==> src/setsq_pkg.sv <==
// Package for the sound effect tone sequencer: widths, command codes, FSM states,
// and the fixed note ROM and effect table contents.
// No dependencies; used by the top level, the checker and the testbench.
package setsq_pkg;

  // Storage sizes
  localparam int NOTE_ROM_DEPTH = 64;
  localparam int EFFECT_COUNT   = 16;
  localparam int ADDR_W         = $clog2(NOTE_ROM_DEPTH);
  localparam int PTR_W          = ADDR_W + 1;
  localparam int EFF_W          = $clog2(EFFECT_COUNT);

  // Field widths
  localparam int FREQ_W  = 11;
  localparam int MS_W    = 8;
  localparam int CLK_W   = 27;
  localparam int WRAP_W  = 16;
  localparam int DUTY_W  = 8;
  localparam int CMD_W   = 2;
  localparam int CFG_W   = 27;
  localparam int CFGI_W  = 2;
  localparam int CNT_W   = $clog2(CLK_W + 1);

  // Command codes
  localparam logic [CMD_W-1:0] CMD_TICK       = 2'd0;
  localparam logic [CMD_W-1:0] CMD_START      = 2'd1;
  localparam logic [CMD_W-1:0] CMD_START_IDLE = 2'd2;

  // Configuration register indexes
  localparam logic [CFGI_W-1:0] REG_TONE_CLK = 2'd0;
  localparam logic [CFGI_W-1:0] REG_WRAP_MIN = 2'd1;
  localparam logic [CFGI_W-1:0] REG_WRAP_MAX = 2'd2;
  localparam logic [CFGI_W-1:0] REG_DUTY_DIV = 2'd3;

  // Reset values
  localparam logic [CLK_W-1:0]  TONE_CLK_RST = 27'd31250000;
  localparam logic [WRAP_W-1:0] WRAP_MIN_RST = 16'd100;
  localparam logic [WRAP_W-1:0] WRAP_MAX_RST = 16'd65534;
  localparam logic [DUTY_W-1:0] DUTY_DIV_RST = 8'd48;
  localparam logic [WRAP_W-1:0] WRAP_RST     = 16'hFFFF;

  // Divider step counts for the period and level divisions
  localparam logic [CNT_W-1:0] PER_STEPS = CNT_W'(CLK_W);
  localparam logic [CNT_W-1:0] LVL_STEPS = CNT_W'(WRAP_W);

  typedef enum logic [2:0] {
    ST_IDLE,
    ST_ROM,
    ST_DIVP,
    ST_CLAMP,
    ST_DIVL,
    ST_DONE
  } state_t;

  typedef struct packed {
    logic [FREQ_W-1:0] freq;
    logic [MS_W-1:0]   ms;
  } note_t;

  typedef struct packed {
    logic [ADDR_W-1:0] start;
    logic [ADDR_W-1:0] len;
  } effect_t;

  // Note ROM contents: frequency in Hz, duration in ms
  function automatic note_t note_rom(input logic [ADDR_W-1:0] addr);
    note_t n;
    n = '0;
    case (addr)
      ADDR_W'(0):  n = '{11'd440,  8'd35};
      ADDR_W'(1):  n = '{11'd523,  8'd45};
      ADDR_W'(2):  n = '{11'd0,    8'd30};
      ADDR_W'(3):  n = '{11'd523,  8'd35};
      ADDR_W'(4):  n = '{11'd659,  8'd50};
      ADDR_W'(5):  n = '{11'd0,    8'd30};
      ADDR_W'(6):  n = '{11'd784,  8'd70};
      ADDR_W'(7):  n = '{11'd698,  8'd70};
      ADDR_W'(8):  n = '{11'd659,  8'd80};
      ADDR_W'(9):  n = '{11'd587,  8'd90};
      ADDR_W'(10): n = '{11'd523,  8'd100};
      ADDR_W'(11): n = '{11'd466,  8'd120};
      ADDR_W'(12): n = '{11'd392,  8'd150};
      ADDR_W'(13): n = '{11'd330,  8'd190};
      ADDR_W'(14): n = '{11'd0,    8'd80};
      ADDR_W'(15): n = '{11'd400,  8'd45};
      ADDR_W'(16): n = '{11'd0,    8'd20};
      ADDR_W'(17): n = '{11'd800,  8'd45};
      ADDR_W'(18): n = '{11'd0,    8'd20};
      ADDR_W'(19): n = '{11'd740,  8'd35};
      ADDR_W'(20): n = '{11'd988,  8'd45};
      ADDR_W'(21): n = '{11'd0,    8'd20};
      ADDR_W'(22): n = '{11'd220,  8'd80};
      ADDR_W'(23): n = '{11'd180,  8'd120};
      ADDR_W'(24): n = '{11'd0,    8'd40};
      ADDR_W'(25): n = '{11'd330,  8'd18};
      ADDR_W'(26): n = '{11'd0,    8'd12};
      ADDR_W'(27): n = '{11'd900,  8'd28};
      ADDR_W'(28): n = '{11'd1100, 8'd24};
      ADDR_W'(29): n = '{11'd0,    8'd16};
      ADDR_W'(30): n = '{11'd784,  8'd35};
      ADDR_W'(31): n = '{11'd1046, 8'd55};
      ADDR_W'(32): n = '{11'd0,    8'd20};
      ADDR_W'(33): n = '{11'd330,  8'd55};
      ADDR_W'(34): n = '{11'd262,  8'd70};
      ADDR_W'(35): n = '{11'd196,  8'd110};
      ADDR_W'(36): n = '{11'd0,    8'd35};
      default:     n = '0;
    endcase
    return n;
  endfunction

  // Effect table: first note and note count; unused slots are empty
  function automatic effect_t effect_rom(input logic [EFF_W-1:0] id);
    effect_t e;
    e = '0;
    case (id)
      EFF_W'(0):  e = '{ADDR_W'(0),  ADDR_W'(3)};
      EFF_W'(1):  e = '{ADDR_W'(3),  ADDR_W'(3)};
      EFF_W'(2):  e = '{ADDR_W'(6),  ADDR_W'(9)};
      EFF_W'(3):  e = '{ADDR_W'(15), ADDR_W'(2)};
      EFF_W'(4):  e = '{ADDR_W'(17), ADDR_W'(2)};
      EFF_W'(5):  e = '{ADDR_W'(19), ADDR_W'(3)};
      EFF_W'(6):  e = '{ADDR_W'(22), ADDR_W'(3)};
      EFF_W'(7):  e = '{ADDR_W'(25), ADDR_W'(2)};
      EFF_W'(8):  e = '{ADDR_W'(27), ADDR_W'(3)};
      EFF_W'(9):  e = '{ADDR_W'(30), ADDR_W'(3)};
      EFF_W'(10): e = '{ADDR_W'(33), ADDR_W'(4)};
      default:    e = '0;
    endcase
    return e;
  endfunction

endpackage

==> src/sound_effect_tone_sequencer_top.sv <==
// Top level of the sound effect tone sequencer: command decode, note ROM with
// registered read, shared serial divider, clamp stage and output register.
// Depends on setsq_pkg.
//
// Usage:
//   Input channel (in_valid / in_stall): one item carries in_cmd and in_effect_id.
//   Command 0 is the 1 ms tick, 1 starts an effect, 2 starts it only when idle,
//   3 does nothing. Every accepted item gives exactly one result item on the
//   out_ channel showing wrap, level, tone_on and busy after that command.
//   Path to a result: a start, an ignored command, a tick that only counts
//   down and a tick that ends the sequence go straight to the posting state
//   (ST_DONE). A tick that loads a note with a nonzero frequency passes a
//   ROM read, 27 steps of the serial divider for the period, a clamp step,
//   16 divider steps for the level and ST_DONE, which posts the result. A
//   silent note goes from the ROM read straight to ST_DONE. One item is in
//   work at a time; in_stall drops as the result posts. The output register
//   holds a finished result while out_stall is high; the next item is
//   accepted meanwhile and its result waits until the register frees up.
//   Config writes (cfg_we/cfg_index/cfg_wdata) must be made only while idle;
//   the block does not enforce it. Reset (rst_n low, synchronous) restores
//   config defaults, stops any sequence, sets wrap to all ones and level to
//   zero, and drops out_valid.
module sound_effect_tone_sequencer_top (
  input  logic                         clk,
  input  logic                         rst_n,
  // configuration port
  input  logic                         cfg_we,
  input  logic [setsq_pkg::CFGI_W-1:0] cfg_index,
  input  logic [setsq_pkg::CFG_W-1:0]  cfg_wdata,
  // input channel
  input  logic                         in_valid,
  output logic                         in_stall,
  input  logic [setsq_pkg::CMD_W-1:0]  in_cmd,
  input  logic [setsq_pkg::EFF_W-1:0]  in_effect_id,
  // result channel
  output logic                         out_valid,
  input  logic                         out_stall,
  output logic [setsq_pkg::WRAP_W-1:0] out_pwm_wrap,
  output logic [setsq_pkg::WRAP_W-1:0] out_pwm_level,
  output logic                         out_tone_on,
  output logic                         out_busy_res
);

  localparam int CLK_W  = setsq_pkg::CLK_W;
  localparam int WRAP_W = setsq_pkg::WRAP_W;
  localparam int PTR_W  = setsq_pkg::PTR_W;
  localparam int ADDR_W = setsq_pkg::ADDR_W;
  localparam int MS_W   = setsq_pkg::MS_W;
  localparam int CNT_W  = setsq_pkg::CNT_W;

  // Configuration registers
  logic [CLK_W-1:0]              tone_clk_r;
  logic [WRAP_W-1:0]             wrap_min_r;
  logic [WRAP_W-1:0]             wrap_max_r;
  logic [setsq_pkg::DUTY_W-1:0]  duty_div_r;

  // Sequencer state
  setsq_pkg::state_t state_r, state_nxt;
  logic              active_r, active_nxt;
  logic [PTR_W-1:0]  ptr_r, ptr_nxt;
  logic [PTR_W-1:0]  end_r, end_nxt;
  logic [MS_W-1:0]   ms_r, ms_nxt;
  logic [WRAP_W-1:0] wrap_r, wrap_nxt;
  logic [WRAP_W-1:0] level_r, level_nxt;

  // Divider registers
  logic [WRAP_W-1:0] div_rem_r, div_rem_nxt;
  logic [CLK_W-1:0]  div_quo_r, div_quo_nxt;
  logic [WRAP_W-1:0] div_dvs_r, div_dvs_nxt;
  logic [CNT_W-1:0]  div_cnt_r, div_cnt_nxt;

  // Note ROM read data
  setsq_pkg::note_t  rom_q_r;

  // Output register
  logic              out_valid_r;
  logic [WRAP_W-1:0] out_wrap_r;
  logic [WRAP_W-1:0] out_level_r;
  logic              out_busy_r;

  logic              in_acc;
  logic              out_free;
  logic              tick_go;
  logic              tick_load;
  logic              tick_stop;
  logic              do_start;
  logic [MS_W-1:0]   ms_dec;
  setsq_pkg::effect_t eff;

  // Divider step and clamp signals
  logic [WRAP_W:0]   rem_sh;
  logic              rem_ge;
  logic [WRAP_W:0]   rem_sub;
  logic [CLK_W-1:0]  quo_step;
  logic [WRAP_W-1:0] rem_step;
  logic              div_last;
  logic [CLK_W-1:0]  q_m1;
  logic              over_max;
  logic [WRAP_W-1:0] top_hi;
  logic [WRAP_W-1:0] top_clamp;

  assign in_stall  = (state_r != setsq_pkg::ST_IDLE);
  assign in_acc    = in_valid && !in_stall;
  assign out_free  = !out_valid_r || !out_stall;

  assign out_valid     = out_valid_r;
  assign out_pwm_wrap  = out_wrap_r;
  assign out_pwm_level = out_level_r;
  assign out_tone_on   = (out_level_r != '0);
  assign out_busy_res  = out_busy_r;

  // Command decode
  assign ms_dec    = ms_r - MS_W'(1);
  assign tick_go   = in_acc && (in_cmd == setsq_pkg::CMD_TICK) && active_r &&
                     ((ms_r == '0) || (ms_dec == '0));
  assign tick_stop = tick_go && ((ptr_r >= end_r) ||
                                 (ptr_r >= PTR_W'(setsq_pkg::NOTE_ROM_DEPTH)));
  assign tick_load = tick_go && !tick_stop;
  assign do_start  = in_acc && ((in_cmd == setsq_pkg::CMD_START) ||
                     ((in_cmd == setsq_pkg::CMD_START_IDLE) && !active_r));
  assign eff       = setsq_pkg::effect_rom(in_effect_id);

  // Restoring divider step, one quotient bit per cycle
  assign rem_sh   = {div_rem_r, div_quo_r[CLK_W-1]};
  assign rem_ge   = (rem_sh >= {1'b0, div_dvs_r});
  assign rem_sub  = rem_sh - {1'b0, div_dvs_r};
  assign rem_step = rem_ge ? rem_sub[WRAP_W-1:0] : rem_sh[WRAP_W-1:0];
  assign quo_step = {div_quo_r[CLK_W-2:0], rem_ge};
  assign div_last = (div_cnt_r == CNT_W'(1));

  // Period clamp: quotient minus one, max clamp then min clamp
  assign q_m1      = div_quo_r - CLK_W'(1);
  assign over_max  = (div_quo_r == '0) || (q_m1 > CLK_W'(wrap_max_r));
  assign top_hi    = over_max ? wrap_max_r : q_m1[WRAP_W-1:0];
  assign top_clamp = (top_hi < wrap_min_r) ? wrap_min_r : top_hi;

  // Next state
  always_comb begin
    state_nxt = state_r;
    case (state_r)
      setsq_pkg::ST_IDLE: begin
        if (tick_load) begin
          state_nxt = setsq_pkg::ST_ROM;
        end else if (in_acc) begin
          state_nxt = setsq_pkg::ST_DONE;
        end
      end
      setsq_pkg::ST_ROM: begin
        state_nxt = (rom_q_r.freq == '0) ? setsq_pkg::ST_DONE : setsq_pkg::ST_DIVP;
      end
      setsq_pkg::ST_DIVP: begin
        if (div_last) state_nxt = setsq_pkg::ST_CLAMP;
      end
      setsq_pkg::ST_CLAMP: begin
        state_nxt = setsq_pkg::ST_DIVL;
      end
      setsq_pkg::ST_DIVL: begin
        if (div_last) state_nxt = setsq_pkg::ST_DONE;
      end
      setsq_pkg::ST_DONE: begin
        if (out_free) state_nxt = setsq_pkg::ST_IDLE;
      end
      default: state_nxt = setsq_pkg::ST_IDLE;
    endcase
  end

  // Datapath next values
  always_comb begin
    active_nxt  = active_r;
    ptr_nxt     = ptr_r;
    end_nxt     = end_r;
    ms_nxt      = ms_r;
    wrap_nxt    = wrap_r;
    level_nxt   = level_r;
    div_rem_nxt = div_rem_r;
    div_quo_nxt = div_quo_r;
    div_dvs_nxt = div_dvs_r;
    div_cnt_nxt = div_cnt_r;
    case (state_r)
      setsq_pkg::ST_IDLE: begin
        if (do_start) begin
          active_nxt = 1'b1;
          ptr_nxt    = PTR_W'(eff.start);
          end_nxt    = PTR_W'(eff.start) + PTR_W'(eff.len);
          ms_nxt     = '0;
        end else if (in_acc && (in_cmd == setsq_pkg::CMD_TICK) && active_r) begin
          if (ms_r != '0) ms_nxt = ms_dec;
          if (tick_stop) begin
            active_nxt = 1'b0;
            ptr_nxt    = '0;
            end_nxt    = '0;
            level_nxt  = '0;
          end
        end
      end
      setsq_pkg::ST_ROM: begin
        // note read is back: set duration, advance, start period division
        ms_nxt      = rom_q_r.ms;
        ptr_nxt     = ptr_r + PTR_W'(1);
        div_rem_nxt = '0;
        div_quo_nxt = tone_clk_r;
        div_dvs_nxt = WRAP_W'(rom_q_r.freq);
        div_cnt_nxt = setsq_pkg::PER_STEPS;
        if (rom_q_r.freq == '0) level_nxt = '0;
      end
      setsq_pkg::ST_DIVP, setsq_pkg::ST_DIVL: begin
        div_rem_nxt = rem_step;
        div_quo_nxt = quo_step;
        div_cnt_nxt = div_cnt_r - CNT_W'(1);
        if ((state_r == setsq_pkg::ST_DIVL) && div_last) begin
          level_nxt = quo_step[WRAP_W-1:0];
        end
      end
      setsq_pkg::ST_CLAMP: begin
        // wrap known: divide it by the duty divisor, zero taken as one
        wrap_nxt    = top_clamp;
        div_rem_nxt = '0;
        div_quo_nxt = {top_clamp, (CLK_W - WRAP_W)'(0)};
        div_dvs_nxt = (duty_div_r == '0) ? WRAP_W'(1) : WRAP_W'(duty_div_r);
        div_cnt_nxt = setsq_pkg::LVL_STEPS;
      end
      default: begin
      end
    endcase
  end

  // Control and state registers
  always_ff @(posedge clk) begin
    if (!rst_n) begin
      state_r  <= setsq_pkg::ST_IDLE;
      active_r <= 1'b0;
      ptr_r    <= '0;
      end_r    <= '0;
      ms_r     <= '0;
      wrap_r   <= setsq_pkg::WRAP_RST;
      level_r  <= '0;
    end else begin
      state_r  <= state_nxt;
      active_r <= active_nxt;
      ptr_r    <= ptr_nxt;
      end_r    <= end_nxt;
      ms_r     <= ms_nxt;
      wrap_r   <= wrap_nxt;
      level_r  <= level_nxt;
    end
  end

  // Divider datapath
  always_ff @(posedge clk) begin
    div_rem_r <= div_rem_nxt;
    div_quo_r <= div_quo_nxt;
    div_dvs_r <= div_dvs_nxt;
    div_cnt_r <= div_cnt_nxt;
  end

  // Note ROM, registered read at the current pointer
  always_ff @(posedge clk) begin
    rom_q_r <= setsq_pkg::note_rom(ptr_r[ADDR_W-1:0]);
  end

  // Configuration writes
  always_ff @(posedge clk) begin
    if (!rst_n) begin
      tone_clk_r <= setsq_pkg::TONE_CLK_RST;
      wrap_min_r <= setsq_pkg::WRAP_MIN_RST;
      wrap_max_r <= setsq_pkg::WRAP_MAX_RST;
      duty_div_r <= setsq_pkg::DUTY_DIV_RST;
    end else if (cfg_we) begin
      case (cfg_index)
        setsq_pkg::REG_TONE_CLK: tone_clk_r <= cfg_wdata[CLK_W-1:0];
        setsq_pkg::REG_WRAP_MIN: wrap_min_r <= cfg_wdata[WRAP_W-1:0];
        setsq_pkg::REG_WRAP_MAX: wrap_max_r <= cfg_wdata[WRAP_W-1:0];
        setsq_pkg::REG_DUTY_DIV: duty_div_r <= cfg_wdata[setsq_pkg::DUTY_W-1:0];
        default: begin
        end
      endcase
    end
  end

  // Output register
  always_ff @(posedge clk) begin
    if (!rst_n) begin
      out_valid_r <= 1'b0;
    end else if ((state_r == setsq_pkg::ST_DONE) && out_free) begin
      out_valid_r <= 1'b1;
    end else if (!out_stall) begin
      out_valid_r <= 1'b0;
    end
  end

  always_ff @(posedge clk) begin
    if ((state_r == setsq_pkg::ST_DONE) && out_free) begin
      out_wrap_r  <= wrap_r;
      out_level_r <= level_r;
      out_busy_r  <= active_r;
    end
  end

endmodule

==> config.mk <==
export PLATFORM = sky130hd
export DESIGN_NAME = sound_effect_tone_sequencer_top
export DESIGN_NICKNAME = d
export VERILOG_FILES = /design/src/setsq_pkg.sv /design/src/sound_effect_tone_sequencer_top.sv
export SDC_FILE = /design/constraint.sdc
export NUM_CORES = 1
export LEC_CHECK = 0
export ABC_AREA = 0
export BUFFER_PORTS_ARGS = -buffer_cell sky130_fd_sc_hd__buf_4
export CORE_MARGIN = 8
export CORE_UTILIZATION = 30
export CTS_BUF_LIST = sky130_fd_sc_hd__clkbuf_16
export DETAILED_ROUTE_END_ITERATION = 16
export SYNTH_ARGS = -nofsm -noshare
export SYNTH_HDL_FRONTEND = slang
export SYNTH_SLANG_ARGS = --single-unit
==> constraint.sdc <==
create_clock -name clk -period 9.9 [get_ports clk]
set_input_delay 0.495 -clock clk [delete_from_list [all_inputs] [get_ports clk]]
set_output_delay 0.495 -clock clk [all_outputs]
set_load 0.02 [all_outputs]
==> impl_metrics.ini <==
[status]
outcome = finished clean

[floorplan]
die_w_microns = 224
fp.coreArea_sq_mm = 0.0429
start_util_pct = 30.3
rows = 76
die_h_microns = 224
pin_count = 76
dieArea_sq_mm = 0.0502

[synthesis]
synth_top_area_share_pct = 22.3
syn_area_per_cell_sq_um = 8.90
ys_seq_area_share_pct = 43.6
synthSimpleGateAreaFrac_pct = 19.0
synth_edf_count = 92
ys_seq_elements = 237
synth_compound_area_share_pct = 19.1
async_reset_ff_share_pct = 0
synthAdderAreaFrac_pct = 7.34
yosys_warnings = 0
synth_top_family_by_area = compound AO/OA/AOI/OAI gates
synth.mux.area_fraction_pct = 3.45
ys.flop_type = dfxtp_1
syn_inst = 1461
syn_nets = 1576
yosys.area.top_type = dfxtp_1
synth-xor-area-share_pct = 2.16
netlist-cell-type-count = 79
yosys-top-cells-area = dfxtp_1, edfxtp_1, ha_1
synth_area_sq_mm = 0.0130

[cts]
cts_root_buffer = clkbuf_16
hold_buffers = 0
htreeDepth = 1
clock_latency_ns = 0.57
clock_sinks = 237
clkTransAtPathRegs_ns = 0.06
post_cts_resized = 0
cts.path.max_buffers = 3
cts_tree = yes
cts_setup_buffers = 0
numCtsBuffers = 27

[hold_path]
hold_path.class = input pin to register

[grt]
antenna_found_initial = 0
grt_max_degree = 98
first_global_vias = 10600
grt_usage_pct = 14.6
grt_pass1_wl_mm = 59.4
overflow = 0

[critical_path]
crit_required_ns = 10.16
crit_buf_inv = 1
critPathKind = register to register
end_kind = register
worst_path_largest_cell_delay_ns = 0.74
cp_top_family = simple AND/OR/NAND/NOR gates
critPathMaxFanout = 45
cp.arrival_ns = 8.07
cpMaxStageDelayCell = nor2_2
worst_setup_path_start_kind = register
crit_chain = nor4_2 > nand3_1 > nor4_1 > xor2_1 > ha_1 > nand4_1 > or4_1 > a2111oi_0 > o2111ai_1 > nor2_2 > mux2_2 > ha_1 > a211oi_1 > o21a_1 > o21ai_0 > a221oi_1 > a21boi_0 > a211oi_4 > buf_4 > mux2i_1 > o21ai_0

[finish]
synthToLayoutAreaGrowth_pct = 14.6
num_antenna_cells = 0
layout-drive-gt1-share_pct = 12.7
postLayoutCoreUtil_pct = 34.7
nets = 1603
layout_commonest_cell = nand2_1
final_cell_mix = nand2_1, dfxtp_1, a21oi_1, nor2_1, edfxtp_1

[place]
dp_slack_ns = 2.26
io_buffers = 75
gp_congestion = 0.918
post-dp-hpwl_mm = 26.6

[timing]
skew_ns = 0.0352
whs_ns = 0.141
period_share_pct = 78.8
hold_viol_final = 0
clock.fmax_mhz = 128
worst_pin_slew_ns = 1.24
finalWorstSetupSlack_ns = 2.10
fin_crit_ns = 7.80
max_slew_margin_pct = 16.1
slew_violations = 0
setup_tns_ns = 0
grt_setup_unrepaired = no
setup_viol = 0

[drt]
first_pass_iters = 5
drc = 0
num_vias = 11000
detail_route.vias_per_cell = 5.24
final_antenna_net_count = 0
first_iter_violations = 1063
drt-total-wl_mm = 37.5
wl_per_cell_microns = 17.9

[power]
powerDensity_mw_per_mm2 = 272
leakagePower_uw = 0.00572
ir_drop_uv = 136

[flow_run]
max_cap_violations = 0
[final timing paths]
kind	from	endpoint	slack (ns)	cells past startpoint
worst min-delay path	cfg_wdata[20]	tone_clk_r[20]$_SDFFE_PN1P_	0.14	3
worst max register to register	div_quo_r[6]$_DFFE_PP_	div_quo_r[24]$_DFFE_PP_	2.10	21
worst max-delay path	div_quo_r[6]$_DFFE_PP_	div_quo_r[24]$_DFFE_PP_	2.10	21
worst min register to register	level_r[11]$_SDFFE_PN0P_	out_pwm_level[11]$_DFFE_PP_	0.43	0
[tightest hold or removal path, delay by kind of cell]
kind                   cells  cell delay [ns]
buffers and inverters      1             0.08
AND/OR/NAND/NOR            2             0.10
[per-stage QoR]
step / instances / area [sq um] / total power, uW
after global placement: 2043 / 14100 / 3080
after floorplan: 1461 / 13000 / 2630
after detailed placement: 2043 / 14100 / 3100
after global routing: 2094 / 14900 / 4330
after CTS: 2093 / 14900 / 4060
final: 2094 / 14900 / 4040
[per-layer routing]
layer	wire (microns)	GRT usage [%]
met4	1030	4.40
met3	2780	3.58
met5	0	0
met2	16400	22.2
met1	17300	20.2
[cell usage after synthesis, types with 8 or more instances]
cell,instances
a21o_1,13
nand2b_1,10
o41ai_1,8
o21ai_0,65
nand2_1,223
a211oi_1,13
mux2i_1,29
nand4_1,12
and2_1,8
nor2_1,104
a21oi_1,112
nor3_1,39
nor2b_1,15
o21ai_1,11
o211ai_1,24
a22o_1,18
xor2_1,14
xnor2_1,18
dfxtp_1,145
or3_1,8
nor4_1,31
mux2_2,14
a22oi_1,24
buf_1,8
edfxtp_1,92
a211oi_2,16
clkbuf_1,78
a31oi_1,11
inv_1,76
ha_1,73
nand3_1,46
[report_power, final]
group | switching [uW] | internal, uW
clock | 419 | 526
sequential | 218 | 1330
combinational | 970 | 582
[registers in the layout (all words and copies together), names as in the netlist]
name and flops:
ptr_r 7, wrap_max_r 16, tone_clk_r 27, state_r 3, active_r 1, wrap_r 16
div_cnt_r 5, end_r 7, out_pwm_level 16, div_quo_r 27, out_valid 1, out_pwm_wrap 16
div_rem_r 16, rom_q_r 19, wrap_min_r 16, out_busy_res 1, level_r 16, ms_r 8
div_dvs_r 11, duty_div_r 8
[area by class of cell]
cell class / count / area, sq um
repair buffers: 92 / 694
fillers: 4402 / 28000
multi-input cells: 1052 / 6680
well taps: 585 / 732
flip-flops and latches: 237 / 5670
clock buffers: 27 / 676
clock inverters: 23 / 154
inverters: 78 / 293
[logic make-up after synthesis]
family                     count (synthesis)
and+or+nand+nor                          530
xor gates and xnor gates                  32
adders and majority gates                 75
AOI/OAI and AO/OA                        372
buffers and inverters                    172
DFF                                      237
muxes                                     43
Power figures use the tool's default switching activity.
